## src/sv/mtcp_pkg.sv

```systemverilog
// Shared widths, constants and interface structs of the crank pulse generator.
package mtcp_pkg;

  // Field widths
  localparam int KNOB_W     = 10;
  localparam int SPEED_W    = 14;
  localparam int HIGH_W     = 12;
  localparam int LOW_W      = 14;
  localparam int ELAPSED_W  = 14;
  localparam int SLOT_IDX_W = 4;
  localparam int IDX_W      = 7;

  // Wheel layout defaults
  localparam int SLOTS_PER_REV_DEF = 12;
  localparam int TOOTH_SLOTS_DEF   = 9;

  // Speed scaling: rpm = (knob * KNOB_GAIN / KNOB_FULL + SPEED_OFS) * SPEED_STEP
  localparam int KNOB_GAIN  = 96;
  localparam int KNOB_FULL  = 1023;
  localparam int SPEED_OFS  = 3;
  localparam int SPEED_STEP = 100;
  localparam int SPEED_MIN  = SPEED_OFS * SPEED_STEP;
  localparam int SPEED_MAX  = (KNOB_GAIN + SPEED_OFS) * SPEED_STEP;

  // Width numerators in microseconds
  localparam int HIGH_NUM = 10000000 / 12;
  localparam int LOW_NUM  = 5000000;

  // Reset values
  localparam logic [SPEED_W-1:0] SPEED_RESET = SPEED_W'(1700);
  localparam logic [HIGH_W-1:0]  HIGH_RESET  = HIGH_W'(490);
  localparam logic [LOW_W-1:0]   LOW_RESET   = LOW_W'(2451);

  // Serial divider sizes
  localparam int DVD_W     = 23;
  localparam int DVS_W     = 14;
  localparam int DIV_CNT_W = $clog2(DVD_W);

  typedef struct packed {
    logic             start;
    logic [DVD_W-1:0] dividend;
    logic [DVS_W-1:0] divisor;
  } div_cmd_t;

  typedef struct packed {
    logic             done;
    logic [DVD_W-1:0] quotient;
  } div_sts_t;

  typedef struct packed {
    logic              tick;
    logic              knob;
    logic              load;
    logic [HIGH_W-1:0] high_width;
    logic [LOW_W-1:0]  low_width;
  } wheel_cmd_t;

  typedef struct packed {
    logic                  level;
    logic [SLOT_IDX_W-1:0] slot;
    logic                  tick_level;
    logic [SLOT_IDX_W-1:0] tick_slot;
  } wheel_sts_t;

endpackage

```

## src/sv/mtcp_serial_div.sv

```systemverilog
// Restoring divider that produces one quotient bit per cycle.
module mtcp_serial_div (
  input  logic                clk,
  input  logic                rst_n,
  input  mtcp_pkg::div_cmd_t  cmd,
  output mtcp_pkg::div_sts_t  sts
);
  import mtcp_pkg::*;

  logic                 busy_r, busy_nxt;
  logic                 done_r, done_nxt;
  logic [DIV_CNT_W-1:0] cnt_r, cnt_nxt;
  logic [DVD_W-1:0]     quo_r, quo_nxt;
  logic [DVS_W-1:0]     rem_r, rem_nxt;
  logic [DVS_W-1:0]     dvs_r, dvs_nxt;
  logic [DVS_W:0]       shifted;
  logic [DVS_W+1:0]     diff;
  logic                 ge;

  // Shift in the next dividend bit and trial-subtract the divisor
  always_comb begin
    shifted = {rem_r, quo_r[DVD_W-1]};
    diff    = {1'b0, shifted} - {2'b00, dvs_r};
    ge      = ~diff[DVS_W+1];
  end

  // Load on start, then step once per cycle
  always_comb begin
    busy_nxt = busy_r;
    done_nxt = 1'b0;
    cnt_nxt  = cnt_r;
    quo_nxt  = quo_r;
    rem_nxt  = rem_r;
    dvs_nxt  = dvs_r;
    if (cmd.start) begin
      busy_nxt = 1'b1;
      cnt_nxt  = '0;
      quo_nxt  = cmd.dividend;
      rem_nxt  = '0;
      dvs_nxt  = cmd.divisor;
    end else if (busy_r) begin
      quo_nxt = {quo_r[DVD_W-2:0], ge};
      rem_nxt = ge ? diff[DVS_W-1:0] : shifted[DVS_W-1:0];
      cnt_nxt = cnt_r + 1'b1;
      if (cnt_r == DIV_CNT_W'(DVD_W - 1)) begin
        busy_nxt = 1'b0;
        done_nxt = 1'b1;
      end
    end
  end

  // Control state
  always_ff @(posedge clk) begin
    if (!rst_n) begin
      busy_r <= 1'b0;
      done_r <= 1'b0;
      cnt_r  <= '0;
    end else begin
      busy_r <= busy_nxt;
      done_r <= done_nxt;
      cnt_r  <= cnt_nxt;
    end
  end

  // Datapath shift registers
  always_ff @(posedge clk) begin
    quo_r <= quo_nxt;
    rem_r <= rem_nxt;
    dvs_r <= dvs_nxt;
  end

  assign sts.done     = done_r;
  assign sts.quotient = quo_r;

endmodule

```

## src/sv/mtcp_wheel.sv

```systemverilog
// Tooth timing: phase, elapsed count, slot counter and pin level.
module mtcp_wheel #(
  parameter int SLOTS_PER_REV = mtcp_pkg::SLOTS_PER_REV_DEF,
  parameter int TOOTH_SLOTS   = mtcp_pkg::TOOTH_SLOTS_DEF
) (
  input  logic                 clk,
  input  logic                 rst_n,
  input  mtcp_pkg::wheel_cmd_t cmd,
  output mtcp_pkg::wheel_sts_t sts
);
  import mtcp_pkg::*;

  localparam int SLOT_W = $clog2(SLOTS_PER_REV);

  logic                 in_low_r, in_low_nxt;
  logic [ELAPSED_W-1:0] elapsed_r, elapsed_nxt;
  logic                 pin_r, pin_nxt;
  logic [SLOT_W-1:0]    slot_r, slot_nxt;
  logic [HIGH_W-1:0]    high_width_r, high_width_nxt;
  logic [LOW_W-1:0]     low_width_r, low_width_nxt;
  logic [ELAPSED_W-1:0] elapsed_inc;
  logic                 tooth;

  // Advance the phase on a tick, drop the pin on a knob request, take new widths on a load
  always_comb begin
    elapsed_inc    = elapsed_r + 1'b1;
    tooth          = {1'b0, slot_r} < (SLOT_W + 1)'(TOOTH_SLOTS);
    in_low_nxt     = in_low_r;
    elapsed_nxt    = elapsed_r;
    pin_nxt        = pin_r;
    slot_nxt       = slot_r;
    high_width_nxt = high_width_r;
    low_width_nxt  = low_width_r;
    if (cmd.tick) begin
      if (!in_low_r) begin
        if (elapsed_r == '0) begin
          pin_nxt = tooth;
        end
        if (elapsed_inc >= ELAPSED_W'(high_width_r)) begin
          in_low_nxt  = 1'b1;
          elapsed_nxt = '0;
        end else begin
          elapsed_nxt = elapsed_inc;
        end
      end else begin
        pin_nxt = 1'b0;
        if (elapsed_inc >= ELAPSED_W'(low_width_r)) begin
          in_low_nxt  = 1'b0;
          elapsed_nxt = '0;
          if (slot_r == SLOT_W'(SLOTS_PER_REV - 1)) begin
            slot_nxt = '0;
          end else begin
            slot_nxt = slot_r + 1'b1;
          end
        end else begin
          elapsed_nxt = elapsed_inc;
        end
      end
    end else if (cmd.knob) begin
      pin_nxt = 1'b0;
    end
    if (cmd.load) begin
      high_width_nxt = cmd.high_width;
      low_width_nxt  = cmd.low_width;
    end
  end

  always_ff @(posedge clk) begin
    if (!rst_n) begin
      in_low_r     <= 1'b0;
      elapsed_r    <= '0;
      pin_r        <= 1'b0;
      slot_r       <= '0;
      high_width_r <= HIGH_RESET;
      low_width_r  <= LOW_RESET;
    end else begin
      in_low_r     <= in_low_nxt;
      elapsed_r    <= elapsed_nxt;
      pin_r        <= pin_nxt;
      slot_r       <= slot_nxt;
      high_width_r <= high_width_nxt;
      low_width_r  <= low_width_nxt;
    end
  end

  // Current and post-tick view for the result register
  assign sts.level      = pin_r;
  assign sts.slot       = SLOT_IDX_W'(slot_r);
  assign sts.tick_level = pin_nxt;
  assign sts.tick_slot  = SLOT_IDX_W'(slot_nxt);

endmodule

```

## src/sv/missing_tooth_crank_pulse_generator_core.sv

```systemverilog
// Top level of the missing-tooth crank pulse generator.
//
//   Channel | Ports                                    | Direction
//   --------+------------------------------------------+----------
//   in      | in_valid, in_stall, in_mode,             | request in
//           | in_knob_value                            |
//   out     | out_valid, out_stall, out_crank_level,   | result out
//           | out_slot_index, out_engine_speed         |
//
// A tick request's result is registered at the same edge that accepts it.
// A knob request runs three passes of the one-bit-per-cycle divider (start,
// 23 steps, done), then the commit state: its result loads once the result
// register is free, and the input stalls until then.
// Reset (rst_n low, synchronous) restores 1700 rpm, slot 0 and a low pin.
// A knob request is taken while an earlier result waits; ticks and the commit
// wait until the result register is free.
module missing_tooth_crank_pulse_generator_core #(
  parameter int SLOTS_PER_REV = mtcp_pkg::SLOTS_PER_REV_DEF,
  parameter int TOOTH_SLOTS   = mtcp_pkg::TOOTH_SLOTS_DEF
) (
  input  logic                              clk,
  input  logic                              rst_n,
  input  logic                              in_valid,
  output logic                              in_stall,
  input  logic                              in_mode,
  input  logic [mtcp_pkg::KNOB_W-1:0]       in_knob_value,
  output logic                              out_valid,
  input  logic                              out_stall,
  output logic                              out_crank_level,
  output logic [mtcp_pkg::SLOT_IDX_W-1:0]   out_slot_index,
  output logic [mtcp_pkg::SPEED_W-1:0]      out_engine_speed
);
  import mtcp_pkg::*;

  typedef enum logic [2:0] {
    ST_IDLE,
    ST_SPEED,
    ST_HIGH,
    ST_LOW,
    ST_COMMIT
  } ctl_state_t;

  ctl_state_t            state_r, state_nxt;
  logic                  div_start_r, div_start_nxt;
  logic [DVD_W-1:0]      div_dvd_r, div_dvd_nxt;
  logic [DVS_W-1:0]      div_dvs_r, div_dvs_nxt;
  logic [SPEED_W-1:0]    speed_r, speed_nxt;
  logic [SPEED_W-1:0]    rpm_tmp_r, rpm_tmp_nxt;
  logic [HIGH_W-1:0]     high_tmp_r, high_tmp_nxt;
  logic [LOW_W-1:0]      low_tmp_r, low_tmp_nxt;
  logic                  out_valid_r, out_valid_nxt;
  logic                  out_crank_r, out_crank_nxt;
  logic [SLOT_IDX_W-1:0] out_slot_r, out_slot_nxt;
  logic [SPEED_W-1:0]    out_speed_r, out_speed_nxt;

  logic                  out_free;
  logic                  tick_acc;
  logic                  knob_acc;
  logic [DVD_W-1:0]      knob_prod;
  logic [SPEED_W-1:0]    knob_rpm;
  logic [LOW_W-1:0]      low_calc;

  div_cmd_t              div_cmd;
  div_sts_t              div_sts;
  wheel_cmd_t            wheel_cmd;
  wheel_sts_t            wheel_sts;

  // Decode the input handshake
  always_comb begin
    out_free = !out_valid_r || !out_stall;
    in_stall = (state_r != ST_IDLE) || (!in_mode && !out_free);
    tick_acc = in_valid && !in_stall && !in_mode;
    knob_acc = in_valid && !in_stall && in_mode;
  end

  // Speed and width arithmetic around the divider
  always_comb begin
    knob_prod = DVD_W'(in_knob_value) * DVD_W'(KNOB_GAIN);
    knob_rpm  = SPEED_W'((int'(div_sts.quotient[IDX_W-1:0]) + SPEED_OFS) * SPEED_STEP);
    low_calc  = div_sts.quotient[LOW_W-1:0] - LOW_W'(high_tmp_r);
  end

  // Register tick results; sequence the three divisions and the commit
  always_comb begin
    state_nxt     = state_r;
    div_start_nxt = 1'b0;
    div_dvd_nxt   = div_dvd_r;
    div_dvs_nxt   = div_dvs_r;
    speed_nxt     = speed_r;
    rpm_tmp_nxt   = rpm_tmp_r;
    high_tmp_nxt  = high_tmp_r;
    low_tmp_nxt   = low_tmp_r;
    out_valid_nxt = out_valid_r && out_stall;
    out_crank_nxt = out_crank_r;
    out_slot_nxt  = out_slot_r;
    out_speed_nxt = out_speed_r;
    unique case (state_r)
      ST_IDLE: begin
        if (knob_acc) begin
          div_start_nxt = 1'b1;
          div_dvd_nxt   = knob_prod;
          div_dvs_nxt   = DVS_W'(KNOB_FULL);
          state_nxt     = ST_SPEED;
        end else if (tick_acc) begin
          out_valid_nxt = 1'b1;
          out_crank_nxt = wheel_sts.tick_level;
          out_slot_nxt  = wheel_sts.tick_slot;
          out_speed_nxt = speed_r;
        end
      end
      ST_SPEED: begin
        if (div_sts.done) begin
          rpm_tmp_nxt   = knob_rpm;
          div_start_nxt = 1'b1;
          div_dvd_nxt   = DVD_W'(HIGH_NUM);
          div_dvs_nxt   = DVS_W'(knob_rpm);
          state_nxt     = ST_HIGH;
        end
      end
      ST_HIGH: begin
        if (div_sts.done) begin
          high_tmp_nxt  = div_sts.quotient[HIGH_W-1:0];
          div_start_nxt = 1'b1;
          div_dvd_nxt   = DVD_W'(LOW_NUM);
          div_dvs_nxt   = DVS_W'(rpm_tmp_r);
          state_nxt     = ST_LOW;
        end
      end
      ST_LOW: begin
        if (div_sts.done) begin
          low_tmp_nxt = low_calc;
          state_nxt   = ST_COMMIT;
        end
      end
      ST_COMMIT: begin
        if (out_free) begin
          speed_nxt     = rpm_tmp_r;
          out_valid_nxt = 1'b1;
          out_crank_nxt = wheel_sts.level;
          out_slot_nxt  = wheel_sts.slot;
          out_speed_nxt = rpm_tmp_r;
          state_nxt     = ST_IDLE;
        end
      end
      default: begin
        state_nxt = ST_IDLE;
      end
    endcase
  end

  // Hold sequencer state and registered outputs
  always_ff @(posedge clk) begin
    if (!rst_n) begin
      state_r     <= ST_IDLE;
      div_start_r <= 1'b0;
      speed_r     <= SPEED_RESET;
      out_valid_r <= 1'b0;
    end else begin
      state_r     <= state_nxt;
      div_start_r <= div_start_nxt;
      speed_r     <= speed_nxt;
      out_valid_r <= out_valid_nxt;
      div_dvd_r   <= div_dvd_nxt;
      div_dvs_r   <= div_dvs_nxt;
      rpm_tmp_r   <= rpm_tmp_nxt;
      high_tmp_r  <= high_tmp_nxt;
      low_tmp_r   <= low_tmp_nxt;
      out_crank_r <= out_crank_nxt;
      out_slot_r  <= out_slot_nxt;
      out_speed_r <= out_speed_nxt;
    end
  end

  assign div_cmd.start    = div_start_r;
  assign div_cmd.dividend = div_dvd_r;
  assign div_cmd.divisor  = div_dvs_r;

  assign wheel_cmd.tick       = tick_acc;
  assign wheel_cmd.knob       = knob_acc;
  assign wheel_cmd.load       = (state_r == ST_COMMIT) && out_free;
  assign wheel_cmd.high_width = high_tmp_r;
  assign wheel_cmd.low_width  = low_tmp_r;

  mtcp_serial_div u_div (
    .clk   (clk),
    .rst_n (rst_n),
    .cmd   (div_cmd),
    .sts   (div_sts)
  );

  mtcp_wheel #(
    .SLOTS_PER_REV (SLOTS_PER_REV),
    .TOOTH_SLOTS   (TOOTH_SLOTS)
  ) u_wheel (
    .clk   (clk),
    .rst_n (rst_n),
    .cmd   (wheel_cmd),
    .sts   (wheel_sts)
  );

  assign out_valid        = out_valid_r;
  assign out_crank_level  = out_crank_r;
  assign out_slot_index   = out_slot_r;
  assign out_engine_speed = out_speed_r;

endmodule

```

## config.mk

```make
export PLATFORM = sky130hd
export DESIGN_NAME = missing_tooth_crank_pulse_generator_core
export DESIGN_NICKNAME = d
export VERILOG_FILES = /design/src/sv/mtcp_pkg.sv /design/src/sv/mtcp_serial_div.sv /design/src/sv/mtcp_wheel.sv /design/src/sv/missing_tooth_crank_pulse_generator_core.sv
export SDC_FILE = /design/constraint.sdc
export NUM_CORES = 1
export LEC_CHECK = 0
export BUFFER_PORTS_ARGS = -buffer_cell sky130_fd_sc_hd__buf_2
export CAP_MARGIN = 10
export CORE_MARGIN = 10
export CORE_UTILIZATION = 45
export CTS_BUF_LIST = sky130_fd_sc_hd__clkbuf_8
export DETAILED_ROUTE_END_ITERATION = 10
export HOLD_SLACK_MARGIN = 0.15
export PLACE_DENSITY = 0.67
export SLEW_MARGIN = 10
export SYNTH_ARGS = -nofsm -noshare
export SYNTH_HDL_FRONTEND = slang
export SYNTH_SLANG_ARGS = --single-unit
```

## constraint.sdc

```tcl
create_clock -name clk -period 8.9 [get_ports clk]
set_input_delay 0.89 -clock clk [delete_from_list [all_inputs] [get_ports clk]]
set_output_delay 0.89 -clock clk [all_outputs]
set_load 0.01 [all_outputs]
```

==> summary.md <==
| Metric | Value |
|---|---|
| Final setup fails | `0` |
| Sequential fraction of the synthesis area | `0.476` |
| Most instantiated cells after synthesis | `138 x nand2_1, 119 x edfxtp_1, 99 x inv_1` |
| Critical path peak fanout | `6` |
| Top cells by area, synth | `edfxtp_1 32%, dfxtp_1 15%, ha_1 11%` |
| Flops & latches, synth | `203` |
| Arrival time of the worst setup path | `about 4300 ps` |
| Ys flop type | `edfxtp_1` |
| RSZ-0062 raised after global routing | `no` |
| Htree depth | `2` |
| Gr ovfl total | `0` |
| Mapped Cells | `around 1100` |
| Placer congestion estimate | `about 0.9` |
| Share of synthesized registers carrying an async set or reset | `0` |
| Clock share of power | `0.353` |
| Post-detailed-routing wire length | `about 22 mm` |
| Net switching power | `732 uW` |
| Core area | `about 24000 um2` |
| Max Fclk | `approximately 250 MHz` |
| Vias in the first global route | `~7500` |
| Die H | `approximately 180 um` |
| Crit Path Category | `reg2reg` |
| Combinational Power Share | `0.215` |
| Via density | `around 5.2` |
| Post-synth EDFFs | `about 120` |
| First-pass GRT wire length | `approximately 37 mm` |
| Die X | `approximately 180 um` |
| Post-route cell area | `~12000 um2` |
| # fillers | `between 2000 and 2500` |
| TritonCTS clock tree | `done` |
| Mean area per synthesized cell | `10.4 um2` |
| Internal power | `between 1500 and 2000 uW` |
| Area Growth Syn to Fin | `10.7%` |
| Clk pin slew, worst setup/hold paths | `about 60 ps` |
| Top Ports | `36` |
| Initial antenna violation count | `0` |
| Post-route minimum period | `3970 ps` |
| DR pass1 iterations | `5` |
| # clock sinks | `slightly above 200` |
| Reg2Reg Setup Slack | `~5000 ps` |
| Initial Util | `0.455` |
| Cell Pwr Density | `slightly above 200 nW/um2` |
| Post-synth cell types | `76` |
| Gates resized, CTS repair | `0` |
| # DRC | `0` |
| Seq pwr share | `0.433` |
| Cts hold-fix bufs | `0` |
| Std-Cell Rows | `57` |
| Top-area cell type share of the netlist area | `0.324` |
| DIE AREA | `~31000 um2` |
| Pin count of the biggest net entering global routing | `68` |
| Max Buffers Root-to-Sink | `3` |
| Clk Latency, worst-skew pair | `about 540 ps` |
| Cell taking the most area after synthesis | `edfxtp_1` |
| Worst endpoint required time | `9180 ps` |
| Final nets | `between 1000 and 1500` |
| Placed instance area | `between 10000 and 15000 um2` |
| Setup TNS Final | `0 ps` |
| Worst Setup End Kind | `flop` |
| Detail Route Antenna Nets | `0` |
| Count of final max-slew check failures | `0` |
| Initial detailed-routing violation count | `around 500` |
| # port buffers | `33` |
| Clock Skew | `26.2 ps` |
| N_diodes | `0` |
| Fin crit share | `0.446` |
| CTS buffer count | `36` |
| Slew @ Worst Pin | `about 1200 ps` |
| Total global-route track usage | `0.143` |
| Maximum vdd ir drop | `between 0.1 and 0.15 mV` |
| Wire per inst | `15.2 um` |
| Layout cells sized above 1 | `0.140` |
| Final Hold Viols | `0` |
| Max cap viols | `0` |
| # Post-CTS Setup Buffers | `0` |
| Leakage | `just under 0.005 uW` |
| Worst slew margin | `0.229` |
| Worst hold margin | `423 ps` |
| Yosys Warn Count | `0` |
| Net Sw Frac | `0.291` |
| Most common cell in the netlist | `nand2_1` |
| Detail Placement HPWL | `approximately 16 mm` |
| Hold WC Path Type | `reg2reg` |
| Root Driver | `clkbuf_8` |
| Status | `finished, final reports clean` |
| CP startpoint kind | `flop` |
| Vias | `7532` |
| Synth Cell Area | `~11000 um2` |
[cell type report]
class                   count  area [um2]  share of cell area
well taps                 324         405              0.0332
repair buffers             40         218              0.0178
inverters                 100         375              0.0307
flip-flops and latches    203        5260               0.430
multi-input cells         727        5220               0.427
clock inverters            24         168              0.0137
clock buffers              42         578              0.0473
[worst max-delay path, cell delays in order, from the launching register on]
cell and delay, ps:
edfxtp_1 420, inv_1 140, ha_1 270, nor2_1 170
xor2_1 260, ha_1 290, ha_1 270, inv_1 50
fa_1 520, inv_1 40, ha_1 320, nor2b_1 140
o21a_1 180, o41ai_1 310, xnor2_1 140, a22o_1 180
[stage by stage]
step	setup WS, ps	utilization	std cells	total power, uW
3_3_place_gp	4990	0.473	1394	1640
6_report	4930	0.504	1460	2510
3_5_place_dp	4910	0.473	1394	1650
2_1_floorplan	5170	-	1065	1540
4_1_cts	4940	0.504	1460	2540
5_1_grt	4570	0.504	1460	2660
[routing by layer]
metal  global-route usage  vias to the layer above  part of all wire
met5                    0                        -                 0
met4               0.0378                        0             0.014
met3               0.0282                       25             0.035
met2                0.238                       99              0.47
met1                0.186                     3551              0.48
li1                     -                     3857                 -
[power groups by stage]
| stage | registers, uW | clock network (uW) | logic, uW |
|---|---|---|---|
| CTS | 1090 | 909 | 544 |
| detailed placement | 1110 | 0 | 541 |
| global placement | 1110 | 0 | 530 |
| floorplan | 1100 | 0 | 440 |
| global route | 1090 | 953 | 613 |
| finish | 1090 | 887 | 540 |
[logic make-up (layout without fill, tap and decap cells)]
group                      count (synthesis)  in the layout  share of synthesized area
xor gates and xnor gates                  46             46                     0.0365
buffers and inverters                    135            206                     0.0531
and+or+nand+nor                          329            329                      0.143
adders and majority gates                100            100                      0.117
DFF                                      203            203                      0.476
other                                      1              2                   0.000340
muxes                                     27             27                     0.0274
AOI/OAI and AO/OA                        223            223                      0.146
[registers in the layout, summed over array words and instances (netlist names), 3 cells and up]
| register | flops |
|---|---|
| u_div.quo_r | 23 |
| div_dvd_r | 15 |
| low_tmp_r | 14 |
| u_div.rem_r | 14 |
| u_wheel.elapsed_r | 14 |
| u_wheel.low_width_r | 14 |
| div_dvs_r | 13 |
| u_div.dvs_r | 13 |
| high_tmp_r | 12 |
| out_engine_speed | 12 |
| rpm_tmp_r | 12 |
| speed_r | 12 |
| u_wheel.high_width_r | 12 |
| u_div.cnt_r | 5 |
| out_slot_index | 4 |
| u_wheel.slot_r | 4 |
| state_r | 3 |
[path summary, 6_finish.rpt]
path,start,endpoint,cells after the start
max,u_div.quo_r[0],div_dvs_r[13],15
min,div_dvs_r[5],u_div.dvs_r[5],0
max reg2reg,u_div.quo_r[0],div_dvs_r[13],15
min reg2reg,div_dvs_r[5],u_div.dvs_r[5],0
[layout by cell type (no fill, tap or decap), types with 16 or more instances in the layout]
master	n
dfxtp_1	83
inv_1	107
a21boi_0	32
nor2_1	57
xnor2_1	33
o21ai_0	43
nor2b_1	23
a21oi_1	40
nand2_1	138
and2_1	16
clkbuf_8	42
buf_2	33
ha_1	94
edfxtp_1	119
mux2_2	26
nand3_1	23
(Power assumes the default switching activity.)
